**config.mk**
```make
export PLATFORM = sky130hd
export DESIGN_NAME = ussd_payload_to_utf8_decoder
export DESIGN_NICKNAME = d
export VERILOG_FILES = /design/src/hdl/ussd_pkg.sv /design/src/hdl/ussd_front.sv /design/src/hdl/ussd_fifo.sv /design/src/hdl/ussd_back.sv /design/src/hdl/ussd_payload_to_utf8_decoder.sv
export SDC_FILE = /design/constraint.sdc
export NUM_CORES = 1
export LEC_CHECK = 0
export ABC_CLOCK_PERIOD_IN_PS = 7500
export BUFFER_PORTS_ARGS = -buffer_cell sky130_fd_sc_hd__buf_4
export CAP_MARGIN = 10
export CORE_MARGIN = 4
export CORE_UTILIZATION = 50
export CTS_BUF_LIST = sky130_fd_sc_hd__clkbuf_8 sky130_fd_sc_hd__clkbuf_16
export CTS_CLUSTER_SIZE = 8
export DETAILED_ROUTE_END_ITERATION = 6
export PLACE_DENSITY = 0.78
export REMOVE_ABC_BUFFERS = 1
export SETUP_SLACK_MARGIN = 0.5
export SYNTH_ARGS = -nofsm -noshare
export SYNTH_HDL_FRONTEND = slang
export SYNTH_SLANG_ARGS = --single-unit
```
**constraint.sdc**
```tcl
create_clock -name i_clk -period 7.5 [get_ports i_clk]
set_input_delay 1.5 -clock i_clk [delete_from_list [all_inputs] [get_ports i_clk]]
set_output_delay 1.5 -clock i_clk [all_outputs]
set_load 0.02 [all_outputs]
```
**src/hdl/ussd_pkg.sv**
```systemverilog
// shared types, tables and helper functions of the ussd payload to utf-8 decoder
`default_nettype none

package ussd_pkg;

    localparam int QueueDepth = 4;
    localparam int QueuePtrW  = $clog2(QueueDepth);
    localparam int QueueCntW  = $clog2(QueueDepth + 1);

    localparam logic [6:0]  EscSeptet = 7'h1B;
    localparam logic [15:0] Utf8Two   = 16'h0080;
    localparam logic [15:0] Utf8Three = 16'h0800;
    localparam logic [7:0]  DcsGsm7   = 8'h10;
    localparam logic [7:0]  DcsUcs2   = 8'h11;

    typedef enum logic [1:0] {
        MODE_GSM7    = 2'd0,
        MODE_UCS2    = 2'd1,
        MODE_UNKNOWN = 2'd2
    } t_mode;

    // value is a code point, or a byte to copy as is when raw is set
    typedef struct packed {
        logic [15:0] value;
        logic        raw;
        logic        last;
    } t_token;

    typedef struct packed {
        logic   valid;
        t_token tok;
    } t_push;

    localparam logic [9:0] BasicMap [128] = '{
        10'h040, 10'h0A3, 10'h024, 10'h0A5, 10'h0E8, 10'h0E9, 10'h0F9, 10'h0EC,
        10'h0F2, 10'h0C7, 10'h00A, 10'h0D8, 10'h0F8, 10'h00D, 10'h0C5, 10'h0E5,
        10'h394, 10'h05F, 10'h3A6, 10'h393, 10'h39B, 10'h3A9, 10'h3A0, 10'h3A8,
        10'h3A3, 10'h398, 10'h39E, 10'h000, 10'h0C6, 10'h0E6, 10'h0DF, 10'h0C9,
        10'h020, 10'h021, 10'h022, 10'h023, 10'h0A4, 10'h025, 10'h026, 10'h027,
        10'h028, 10'h029, 10'h02A, 10'h02B, 10'h02C, 10'h02D, 10'h02E, 10'h02F,
        10'h030, 10'h031, 10'h032, 10'h033, 10'h034, 10'h035, 10'h036, 10'h037,
        10'h038, 10'h039, 10'h03A, 10'h03B, 10'h03C, 10'h03D, 10'h03E, 10'h03F,
        10'h0A1, 10'h041, 10'h042, 10'h043, 10'h044, 10'h045, 10'h046, 10'h047,
        10'h048, 10'h049, 10'h04A, 10'h04B, 10'h04C, 10'h04D, 10'h04E, 10'h04F,
        10'h050, 10'h051, 10'h052, 10'h053, 10'h054, 10'h055, 10'h056, 10'h057,
        10'h058, 10'h059, 10'h05A, 10'h0C4, 10'h0D6, 10'h0D1, 10'h0DC, 10'h0A7,
        10'h0BF, 10'h061, 10'h062, 10'h063, 10'h064, 10'h065, 10'h066, 10'h067,
        10'h068, 10'h069, 10'h06A, 10'h06B, 10'h06C, 10'h06D, 10'h06E, 10'h06F,
        10'h070, 10'h071, 10'h072, 10'h073, 10'h074, 10'h075, 10'h076, 10'h077,
        10'h078, 10'h079, 10'h07A, 10'h0E4, 10'h0F6, 10'h0F1, 10'h0FC, 10'h0E0
    };

    function automatic logic [15:0] basic_map(input logic [6:0] c);
        basic_map = {6'd0, BasicMap[c]};
    endfunction

    function automatic logic [15:0] extend_map(input logic [6:0] c);
        logic [15:0] v;
        unique case (c)
            7'h0A:   v = 16'h000C;
            7'h14:   v = 16'h005E;
            7'h28:   v = 16'h007B;
            7'h29:   v = 16'h007D;
            7'h2F:   v = 16'h005C;
            7'h3C:   v = 16'h005B;
            7'h3D:   v = 16'h007E;
            7'h3E:   v = 16'h005D;
            7'h40:   v = 16'h007C;
            7'h65:   v = 16'h20AC;
            default: v = 16'h0000;
        endcase
        return v;
    endfunction

    function automatic t_mode classify(input logic [7:0] dcs);
        t_mode m;
        m = MODE_UNKNOWN;
        unique case (dcs[7:4])
            4'h0, 4'h2, 4'h3: m = MODE_GSM7;
            4'h1: begin
                if (dcs == DcsGsm7) begin
                    m = MODE_GSM7;
                end else if (dcs == DcsUcs2) begin
                    m = MODE_UCS2;
                end
            end
            4'h4, 4'h5, 4'h6, 4'h7: begin
                if (!dcs[5]) begin
                    if (dcs[3:2] == 2'd0) begin
                        m = MODE_GSM7;
                    end else if (dcs[3:2] == 2'd2) begin
                        m = MODE_UCS2;
                    end
                end
            end
            4'hF: begin
                if (!dcs[2]) begin
                    m = MODE_GSM7;
                end
            end
            default: m = MODE_UNKNOWN;
        endcase
        return m;
    endfunction

    // number of utf-8 bytes of a token, 1 to 3
    function automatic logic [1:0] token_len(input t_token t);
        logic [1:0] n;
        if (t.raw || t.value < Utf8Two) begin
            n = 2'd1;
        end else if (t.value < Utf8Three) begin
            n = 2'd2;
        end else begin
            n = 2'd3;
        end
        return n;
    endfunction

endpackage

`default_nettype wire

```
**src/hdl/ussd_front.sv**
```systemverilog
// front end: classifies the coding scheme, unpacks septets and pairs, emits character tokens
`default_nettype none

module ussd_front import ussd_pkg::*; (
    input  wire logic       i_clk,
    input  wire logic       i_rst_n,
    input  wire logic       i_cfg_we,
    input  wire logic [7:0] i_cfg_wdata,
    input  wire logic       i_valid,
    output logic            o_ready,
    input  wire logic [7:0] i_byte,
    input  wire logic       i_last,
    input  wire logic       i_full,
    output t_push           o_push
);

    logic [7:0]  r_dcs;
    logic [13:0] r_buf, n_buf;
    logic [2:0]  r_cnt, n_cnt;
    logic        r_esc, n_esc;
    logic [7:0]  r_high, n_high;
    logic        r_pair, n_pair;
    logic        r_ended, n_ended;
    logic        r_hold_valid, n_hold_valid;
    t_token      r_hold, n_hold;

    t_mode       w_mode;
    logic        w_accept;
    logic [13:0] w_buf;
    logic        w_two;
    logic [6:0]  w_c1, w_c2;
    logic        w_e1, w_e2, w_esc1, w_esc2, w_raw1;
    logic [15:0] w_v1, w_v2;

    assign w_mode   = classify(r_dcs);
    assign o_ready  = !r_hold_valid && !i_full;
    assign w_accept = i_valid && o_ready;
    assign w_buf    = r_buf | (14'(i_byte) << r_cnt);
    assign w_two    = (r_cnt == 3'd6);
    assign w_c1     = w_buf[6:0];
    assign w_c2     = w_buf[13:7];

    always_comb begin
        w_e1   = 1'b0;
        w_e2   = 1'b0;
        w_v1   = 16'd0;
        w_v2   = 16'd0;
        w_esc1 = 1'b0;
        w_esc2 = 1'b0;
        w_raw1 = 1'b0;
        unique case (w_mode)
            MODE_GSM7: begin
                if (r_esc) begin
                    w_e1 = 1'b1;
                    w_v1 = extend_map(w_c1);
                end else if (w_c1 == EscSeptet) begin
                    w_esc1 = 1'b1;
                end else begin
                    w_e1 = 1'b1;
                    w_v1 = basic_map(w_c1);
                end
                w_esc2 = w_esc1;
                if (w_two) begin
                    w_esc2 = 1'b0;
                    if (w_esc1) begin
                        w_e2 = 1'b1;
                        w_v2 = extend_map(w_c2);
                    end else if (w_c2 == EscSeptet) begin
                        w_esc2 = 1'b1;
                    end else begin
                        w_e2 = 1'b1;
                        w_v2 = basic_map(w_c2);
                    end
                end
            end
            MODE_UCS2: begin
                w_e1 = r_pair;
                w_v1 = {r_high, i_byte};
            end
            default: begin
                w_e1   = !r_ended && (i_byte != 8'd0);
                w_v1   = {8'd0, i_byte};
                w_raw1 = 1'b1;
            end
        endcase
    end

    always_comb begin
        n_buf        = r_buf;
        n_cnt        = r_cnt;
        n_esc        = r_esc;
        n_high       = r_high;
        n_pair       = r_pair;
        n_ended      = r_ended;
        n_hold_valid = r_hold_valid;
        n_hold       = r_hold;
        o_push       = '0;
        if (r_hold_valid) begin
            if (!i_full) begin
                o_push.valid = 1'b1;
                o_push.tok   = r_hold;
                n_hold_valid = 1'b0;
            end
        end else if (w_accept) begin
            if (w_e1) begin
                o_push.valid      = 1'b1;
                o_push.tok.value  = w_v1;
                o_push.tok.raw    = w_raw1;
                o_push.tok.last   = !w_e2;
            end else if (w_e2) begin
                o_push.valid      = 1'b1;
                o_push.tok.value  = w_v2;
                o_push.tok.last   = 1'b1;
            end
            if (w_e1 && w_e2) begin
                n_hold_valid = 1'b1;
                n_hold.value = w_v2;
                n_hold.raw   = 1'b0;
                n_hold.last  = 1'b1;
            end
            unique case (w_mode)
                MODE_GSM7: begin
                    n_esc = w_esc2;
                    if (w_two) begin
                        n_buf = 14'd0;
                        n_cnt = 3'd0;
                    end else begin
                        n_buf = {7'd0, w_c2};
                        n_cnt = r_cnt + 3'd1;
                    end
                end
                MODE_UCS2: begin
                    n_pair = !r_pair;
                    n_high = r_pair ? 8'd0 : i_byte;
                end
                default: begin
                    if (i_byte == 8'd0) begin
                        n_ended = 1'b1;
                    end
                end
            endcase
            if (i_last) begin
                n_buf   = 14'd0;
                n_cnt   = 3'd0;
                n_esc   = 1'b0;
                n_high  = 8'd0;
                n_pair  = 1'b0;
                n_ended = 1'b0;
            end
        end
    end

    always_ff @(posedge i_clk) begin
        if (!i_rst_n) begin
            r_dcs        <= 8'h0F;
            r_buf        <= '0;
            r_cnt        <= '0;
            r_esc        <= 1'b0;
            r_high       <= '0;
            r_pair       <= 1'b0;
            r_ended      <= 1'b0;
            r_hold_valid <= 1'b0;
        end else begin
            if (i_cfg_we) begin
                r_dcs <= i_cfg_wdata;
            end
            r_buf        <= n_buf;
            r_cnt        <= n_cnt;
            r_esc        <= n_esc;
            r_high       <= n_high;
            r_pair       <= n_pair;
            r_ended      <= n_ended;
            r_hold_valid <= n_hold_valid;
        end
    end

    always_ff @(posedge i_clk) begin
        r_hold <= n_hold;
    end

    a_clear_on_last: assert property (@(posedge i_clk) disable iff (!i_rst_n)
        (w_accept && i_last) |=> (r_cnt == 3'd0 && !r_esc && !r_pair && !r_ended))
        else $error("message state not cleared after last beat");

    a_cnt_range: assert property (@(posedge i_clk) disable iff (!i_rst_n)
        r_cnt != 3'd7)
        else $error("septet bit count out of range");

endmodule

`default_nettype wire

```
**src/hdl/ussd_fifo.sv**
```systemverilog
// short token queue between the front end and the utf-8 back end
`default_nettype none

module ussd_fifo import ussd_pkg::*; (
    input  wire logic  i_clk,
    input  wire logic  i_rst_n,
    input  wire t_push i_push,
    output logic       o_full,
    input  wire logic  i_pop,
    output logic       o_empty,
    output t_token     o_head
);

    t_token                 r_mem [QueueDepth];
    logic [QueuePtrW-1:0]   r_wr, r_rd;
    logic [QueueCntW-1:0]   r_cnt;
    logic                   w_wr, w_rd;

    assign o_full  = (r_cnt == QueueCntW'(QueueDepth));
    assign o_empty = (r_cnt == '0);
    assign o_head  = r_mem[r_rd];
    assign w_wr    = i_push.valid && !o_full;
    assign w_rd    = i_pop && !o_empty;

    function automatic logic [QueuePtrW-1:0] ptr_inc(input logic [QueuePtrW-1:0] p);
        return (p == QueuePtrW'(QueueDepth - 1)) ? '0 : p + 1'b1;
    endfunction

    always_ff @(posedge i_clk) begin
        if (w_wr) begin
            r_mem[r_wr] <= i_push.tok;
        end
    end

    always_ff @(posedge i_clk) begin
        if (!i_rst_n) begin
            r_wr  <= '0;
            r_rd  <= '0;
            r_cnt <= '0;
        end else begin
            if (w_wr) begin
                r_wr <= ptr_inc(r_wr);
            end
            if (w_rd) begin
                r_rd <= ptr_inc(r_rd);
            end
            unique case ({w_wr, w_rd})
                2'b10:   r_cnt <= r_cnt + 1'b1;
                2'b01:   r_cnt <= r_cnt - 1'b1;
                default: r_cnt <= r_cnt;
            endcase
        end
    end

    a_no_overflow: assert property (@(posedge i_clk) disable iff (!i_rst_n)
        !(i_push.valid && o_full))
        else $error("token pushed into a full queue");

    a_cnt_bound: assert property (@(posedge i_clk) disable iff (!i_rst_n)
        r_cnt <= QueueCntW'(QueueDepth))
        else $error("queue count beyond depth");

endmodule

`default_nettype wire

```
**src/hdl/ussd_back.sv**
```systemverilog
// back end: expands queued tokens into utf-8 bytes through the output register
`default_nettype none

module ussd_back import ussd_pkg::*; (
    input  wire logic       i_clk,
    input  wire logic       i_rst_n,
    input  wire logic       i_empty,
    input  wire t_token     i_head,
    output logic            o_pop,
    output logic            o_valid,
    input  wire logic       i_ready,
    output logic [7:0]      o_byte,
    output logic            o_last
);

    logic       r_valid;
    logic [7:0] r_byte, n_byte;
    logic       r_last, n_last;
    logic [1:0] r_idx;
    logic [1:0] w_len;
    logic       w_load, w_end;

    assign w_len   = token_len(i_head);
    assign w_load  = !i_empty && (!r_valid || i_ready);
    assign w_end   = (r_idx == w_len - 2'd1);
    assign o_pop   = w_load && w_end;
    assign o_valid = r_valid;
    assign o_byte  = r_byte;
    assign o_last  = r_last;
    assign n_last  = i_head.last && w_end;

    always_comb begin
        n_byte = i_head.value[7:0];
        unique case (w_len)
            2'd2: begin
                if (r_idx == 2'd0) begin
                    n_byte = {3'b110, i_head.value[10:6]};
                end else begin
                    n_byte = {2'b10, i_head.value[5:0]};
                end
            end
            2'd3: begin
                unique case (r_idx)
                    2'd0:    n_byte = {4'b1110, i_head.value[15:12]};
                    2'd1:    n_byte = {2'b10, i_head.value[11:6]};
                    default: n_byte = {2'b10, i_head.value[5:0]};
                endcase
            end
            default: n_byte = i_head.value[7:0];
        endcase
    end

    always_ff @(posedge i_clk) begin
        if (!i_rst_n) begin
            r_valid <= 1'b0;
            r_idx   <= '0;
        end else begin
            if (w_load) begin
                r_valid <= 1'b1;
                r_idx   <= w_end ? 2'd0 : r_idx + 2'd1;
            end else if (i_ready) begin
                r_valid <= 1'b0;
            end
        end
    end

    always_ff @(posedge i_clk) begin
        if (w_load) begin
            r_byte <= n_byte;
            r_last <= n_last;
        end
    end

    a_idx_range: assert property (@(posedge i_clk) disable iff (!i_rst_n)
        r_idx != 2'd3)
        else $error("utf-8 byte index out of range");

    a_idx_in_token: assert property (@(posedge i_clk) disable iff (!i_rst_n)
        (r_idx != 2'd0) |-> (!i_empty && r_idx < w_len))
        else $error("byte index points past the current token");

endmodule

`default_nettype wire

```
**src/hdl/ussd_payload_to_utf8_decoder.sv**
```systemverilog
// top level of the ussd payload to utf-8 decoder
// Takes one payload byte per input beat and returns its text as UTF-8, one byte per output
// beat, with tlast on the final byte caused by each input beat (a beat that yields no text
// yields no output). The coding scheme byte written through i_cfg_we/i_cfg_wdata (reset 0x0F)
// selects GSM 7-bit, UCS2 or plain byte copy; write it only while the block is idle. An input
// beat with tlast ends the message and clears all unpacking state. Input beats are taken one per
// cycle while the four-entry character queue has room; a GSM 7-bit byte that completes two
// characters holds the input while its second character waits in the hold register. The output
// register gives one UTF-8 byte per cycle while the output is ready; a character takes one to
// three UTF-8 bytes, so the output side sets the sustained rate.
`default_nettype none

module ussd_payload_to_utf8_decoder import ussd_pkg::*; (
    input  wire logic       i_clk,
    input  wire logic       i_rst_n,
    input  wire logic       i_cfg_we,
    input  wire logic [7:0] i_cfg_wdata,
    input  wire logic       i_s_axis_tvalid,
    output logic            o_s_axis_tready,
    input  wire logic [7:0] i_s_axis_tdata,   // [7:0] in_byte
    input  wire logic       i_s_axis_tlast,
    output logic            o_m_axis_tvalid,
    input  wire logic       i_m_axis_tready,
    output logic [7:0]      o_m_axis_tdata,   // [7:0] out_byte
    output logic            o_m_axis_tlast
);

    t_push  w_push;
    logic   w_full;
    logic   w_empty;
    logic   w_pop;
    t_token w_head;

    ussd_front u_front (
        .i_clk       (i_clk),
        .i_rst_n     (i_rst_n),
        .i_cfg_we    (i_cfg_we),
        .i_cfg_wdata (i_cfg_wdata),
        .i_valid     (i_s_axis_tvalid),
        .o_ready     (o_s_axis_tready),
        .i_byte      (i_s_axis_tdata),
        .i_last      (i_s_axis_tlast),
        .i_full      (w_full),
        .o_push      (w_push)
    );

    ussd_fifo u_fifo (
        .i_clk   (i_clk),
        .i_rst_n (i_rst_n),
        .i_push  (w_push),
        .o_full  (w_full),
        .i_pop   (w_pop),
        .o_empty (w_empty),
        .o_head  (w_head)
    );

    ussd_back u_back (
        .i_clk   (i_clk),
        .i_rst_n (i_rst_n),
        .i_empty (w_empty),
        .i_head  (w_head),
        .o_pop   (w_pop),
        .o_valid (o_m_axis_tvalid),
        .i_ready (i_m_axis_tready),
        .o_byte  (o_m_axis_tdata),
        .o_last  (o_m_axis_tlast)
    );

endmodule

`default_nettype wire

```
==> metrics.cfg <==
[cells_and_area]
most_common_cell_after_layout_fill_and_taps_aside=sky130_fd_sc_hd__nand2_1
layout.filler_cells=1534
finalNetCount=996
layout-area-overhead-vs-synth_pct=10.5
drive_gt1_share_pct=13.8
antenna_cells=0
layout.cells.most_common_list=101 x sky130_fd_sc_hd__nand2_1, 91 x sky130_fd_sc_hd__edfxtp_1, 68 x sky130_fd_sc_hd__nor2_1
fin_cells=1188

[sta]
timing.final.crit_period_ns=5.86
finalSetupViolations=0
finalCritPeriodShare_pct=78.1
grt_setup_unrepaired=false
final_hold_viol_count=0
worst-slew-pin-transition_ns=1.19
drv_slew=0
skew_ns=0.0112
achievable-frequency_mhz=171
final.setup.tns_ns=0
timing.hold.ws_ns=0.471
timing.slew.headroom_pct=20.5

[power]
total_leakage_power_nw=3.46
power.ir.vdd_worst_uv=207
sw_frac_of_total_pct=34.0
p_int_w=0.00177
seq_power_share_pct=35.1
p_per_area_nw_per_um2=272
sw_pwr_w=0.000911
clock_power_share_pct=31.6
combinationalPowerShare_pct=33.3

[logic_synthesis]
synth_edf_count=91
synth_seq_area_share_pct=40.0
synth.cell_area_um2=8930
netlist-cell-type-count=83
post-synth-top-area-cell=sky130_fd_sc_hd__edfxtp_1
yosysWarningCount=0
syn_avg_cell_area_um2=9.35
asyncSetResetFlopFracSynth_pct=0
syn-instance-count=955
synth-seq-cells=133
synthTopCellsByArea=sky130_fd_sc_hd__edfxtp_1 31%, sky130_fd_sc_hd__dfxtp_1 9.4%, sky130_fd_sc_hd__mux4_2 6.1%
synth_top_area_share_pct=30.6
synth_flop_cell=sky130_fd_sc_hd__edfxtp_1

[cts]
clk_path_buf_depth=2
clk-insertion-delay-late_ns=0.42
tritoncts_buffer_count=17
ctsHoldBuffers=0
clkTransAtPathRegs_ns=0.06
post-cts-setup-buffers=0
cts_num_sinks=133
cts-resized-gates=0
cts_tree=built
cts_max_level=4
cts_root_buffer=sky130_fd_sc_hd__clkbuf_16

[grt]
grt_pass1_wl_mm=41.3
globalRouteOverflowTotal=0
grt_antenna_before_repair=0
grtUsageTotal_pct=25.7
pin_count_of_the_biggest_net_entering_global_routing=44
first_global_vias=7576

[floorplan]
fp.dieW_um=142
floorplan.die_area_um2=20100
floorplan.core_area_um2=17400
rows=48
die_height_um=142
io_pins=33
floorplan.initialDensity_pct=51.3

[drt]
drt-initial-drc-count=1090
drt_pass1_iterations=7
routed_wire_length_per_instance_um=21.4
drt_via_density=6.69
vias=7952
drc_errors=2
routed_wirelength_mm=25.4
drt.antenna.violating_nets=0

[critical_path]
worst_path_max_delay_cell=sky130_fd_sc_hd__nor4b_2
crit_buf_inv=5
timing.critical_path.slowest_cell_delay_ns=0.66
path_cells=buf_4, mux2i_1, a22o_1, or2_2, inv_1, ha_1, inv_1, nor4b_2, a21oi_4, inv_2, ha_1, nor2_1, nor2_1, ha_1, inv_1, fa_1, xor2_1, or3_1, a21boi_0
cp.arrival_ns=6.20
timing.critical_path.max_delay_family=simple AND/OR/NAND/NOR gates
timing.critical_path.from_type=primary input
crit_path_end_kind=flop
critPathKind=in2reg
cp_max_fo=13
worst_ep_required_time_ns=7.84

[flow_run]
max_cap_violations=0

[status]
violated_checks=DRC
result_of_the_run=finished, violations left

[placed_design]
port_buffers=32
dpl.hpwl_mm=17.5
placed_cells=1156
finalWeightedCongestion=1.02

[hold_path]
hold_path.class=reg2reg

## power groups by stage
stage | clock network (W) | registers, W | logic (W)
after detailed placement | 0 | 0.000956 | 0.000873
after global routing | 0.000889 | 0.000950 | 0.000975
after global placement | 0 | 0.000951 | 0.000857
after CTS | 0.000854 | 0.000942 | 0.000883
after floorplan | 0 | 0.00101 | 0.000544
final | 0.000849 | 0.000942 | 0.000892
## logic make-up after synthesis
| kind of cell | synth area share, % |
|---|---|
| xor+xnor | 0.294 |
| compound gates | 22.5 |
| simple gates | 18.9 |
| mux | 9.98 |
| buf+inv | 4.85 |
| flops | 40.0 |
| fa+ha+maj | 3.45 |
## per-stage QoR
| stage | util, % | cell area [um^2] | total power [W] | setup slack [ns] |
|---|---|---|---|---|
| CTS | 56.6 | 9870 | 0.00268 | 1.73 |
| detailed placement | 53.2 | 9260 | 0.00183 | 1.31 |
| global route | 56.6 | 9870 | 0.00281 | 1.29 |
| floorplan | - | 8610 | 0.00156 | 1.81 |
| global placement | 53.2 | 9260 | 0.00181 | 1.47 |
| finish | 56.6 | 9870 | 0.00268 | 1.64 |
## worst register-to-register path, stage by stage, from the launching register on
cell	delay [ns]
sky130_fd_sc_hd__dfxtp_1	1.02
sky130_fd_sc_hd__mux2i_1	0.23
sky130_fd_sc_hd__a22o_1	0.25
sky130_fd_sc_hd__or2_2	0.36
sky130_fd_sc_hd__inv_1	0.32
sky130_fd_sc_hd__ha_1	0.35
sky130_fd_sc_hd__inv_1	0.18
sky130_fd_sc_hd__nor4b_2	0.66
sky130_fd_sc_hd__a21oi_4	0.12
sky130_fd_sc_hd__inv_2	0.17
sky130_fd_sc_hd__ha_1	0.17
sky130_fd_sc_hd__nor2_1	0.05
sky130_fd_sc_hd__nor2_1	0.38
sky130_fd_sc_hd__ha_1	0.28
sky130_fd_sc_hd__inv_1	0.07
sky130_fd_sc_hd__fa_1	0.44
sky130_fd_sc_hd__xor2_1	0.17
sky130_fd_sc_hd__or3_1	0.30
sky130_fd_sc_hd__a21boi_0	0.16
## path summary, 6_finish.rpt
| path | startpoint | end | slack, ns | depth (start not counted) |
|---|---|---|---|---|
| worst max-delay path | i_s_axis_tdata[5] | u_fifo.r_cnt[2] | 1.64 | 19 |
| worst min-delay path | u_back.r_idx[1] | u_back.r_idx[1] | 0.47 | 2 |
| worst max register to register | u_front.r_cnt[2] | u_fifo.r_cnt[2] | 1.75 | 18 |
| worst min register to register | u_back.r_idx[1] | u_back.r_idx[1] | 0.47 | 2 |
## flip-flops by register name (all words and copies together) (netlist names), 3 cells and up, named ones only
| signal | flops |
|---|---|
| u_front.r_dcs | 8 |
| u_fifo.r_mem | 72 |
| u_front.r_cnt | 3 |
| u_front.r_hold | 10 |
| u_back.o_byte | 8 |
| u_front.r_buf | 7 |
| u_front.r_high | 8 |
| u_fifo.r_cnt | 3 |
## final cells by class
class                           instances  area [um^2]  area share, %
Multi-Input combinational cell        718         4920           49.9
Inverter                               31          116           1.18
Clock inverter                         13          130           1.32
Timing Repair Buffer                   49          368           3.73
Tap cell                              225          282           2.85
Clock buffer                           19          475           4.82
Sequential cell                       133         3570           36.2
## synth_stat cells, types with 5 or more instances
cell                        instances
sky130_fd_sc_hd__mux2_2             8
sky130_fd_sc_hd__mux4_2            24
sky130_fd_sc_hd__a211o_1            8
sky130_fd_sc_hd__mux2i_1           26
sky130_fd_sc_hd__and2_1            12
sky130_fd_sc_hd__buf_2             11
sky130_fd_sc_hd__nand3_1           26
sky130_fd_sc_hd__o31ai_1            9
sky130_fd_sc_hd__o22ai_1           10
sky130_fd_sc_hd__clkbuf_1          56
sky130_fd_sc_hd__nand4_1            6
sky130_fd_sc_hd__inv_1             29
sky130_fd_sc_hd__a32oi_1            7
sky130_fd_sc_hd__a211oi_1          12
sky130_fd_sc_hd__a21boi_0          12
sky130_fd_sc_hd__a31oi_1           18
sky130_fd_sc_hd__nor4_1             8
sky130_fd_sc_hd__and3_1            13
sky130_fd_sc_hd__nor2b_1           37
sky130_fd_sc_hd__a221oi_1           5
sky130_fd_sc_hd__a21oi_1           65
sky130_fd_sc_hd__o211ai_1          12
sky130_fd_sc_hd__nand3b_1           5
sky130_fd_sc_hd__a22oi_1           17
sky130_fd_sc_hd__nand2_1          101
sky130_fd_sc_hd__o221ai_1           5
sky130_fd_sc_hd__ha_1              23
sky130_fd_sc_hd__nor2_1            68
sky130_fd_sc_hd__a21o_1             8
sky130_fd_sc_hd__o21ai_0           61
sky130_fd_sc_hd__dfxtp_1           42
sky130_fd_sc_hd__nor3_1            32
sky130_fd_sc_hd__or4_1              5
sky130_fd_sc_hd__o2111ai_1          5
sky130_fd_sc_hd__edfxtp_1          91
## routing by layer
layer  up-vias  GRT usage (%)  share of wire [%]
li1       3616              -                  -
met1      3767           34.7                 40
met2       478           40.4                 47
met3        91           5.36                8.7
met4         0           10.5                3.7
met5         -              0                  0
No activity file was read; power rests on OpenSTA's default activity.
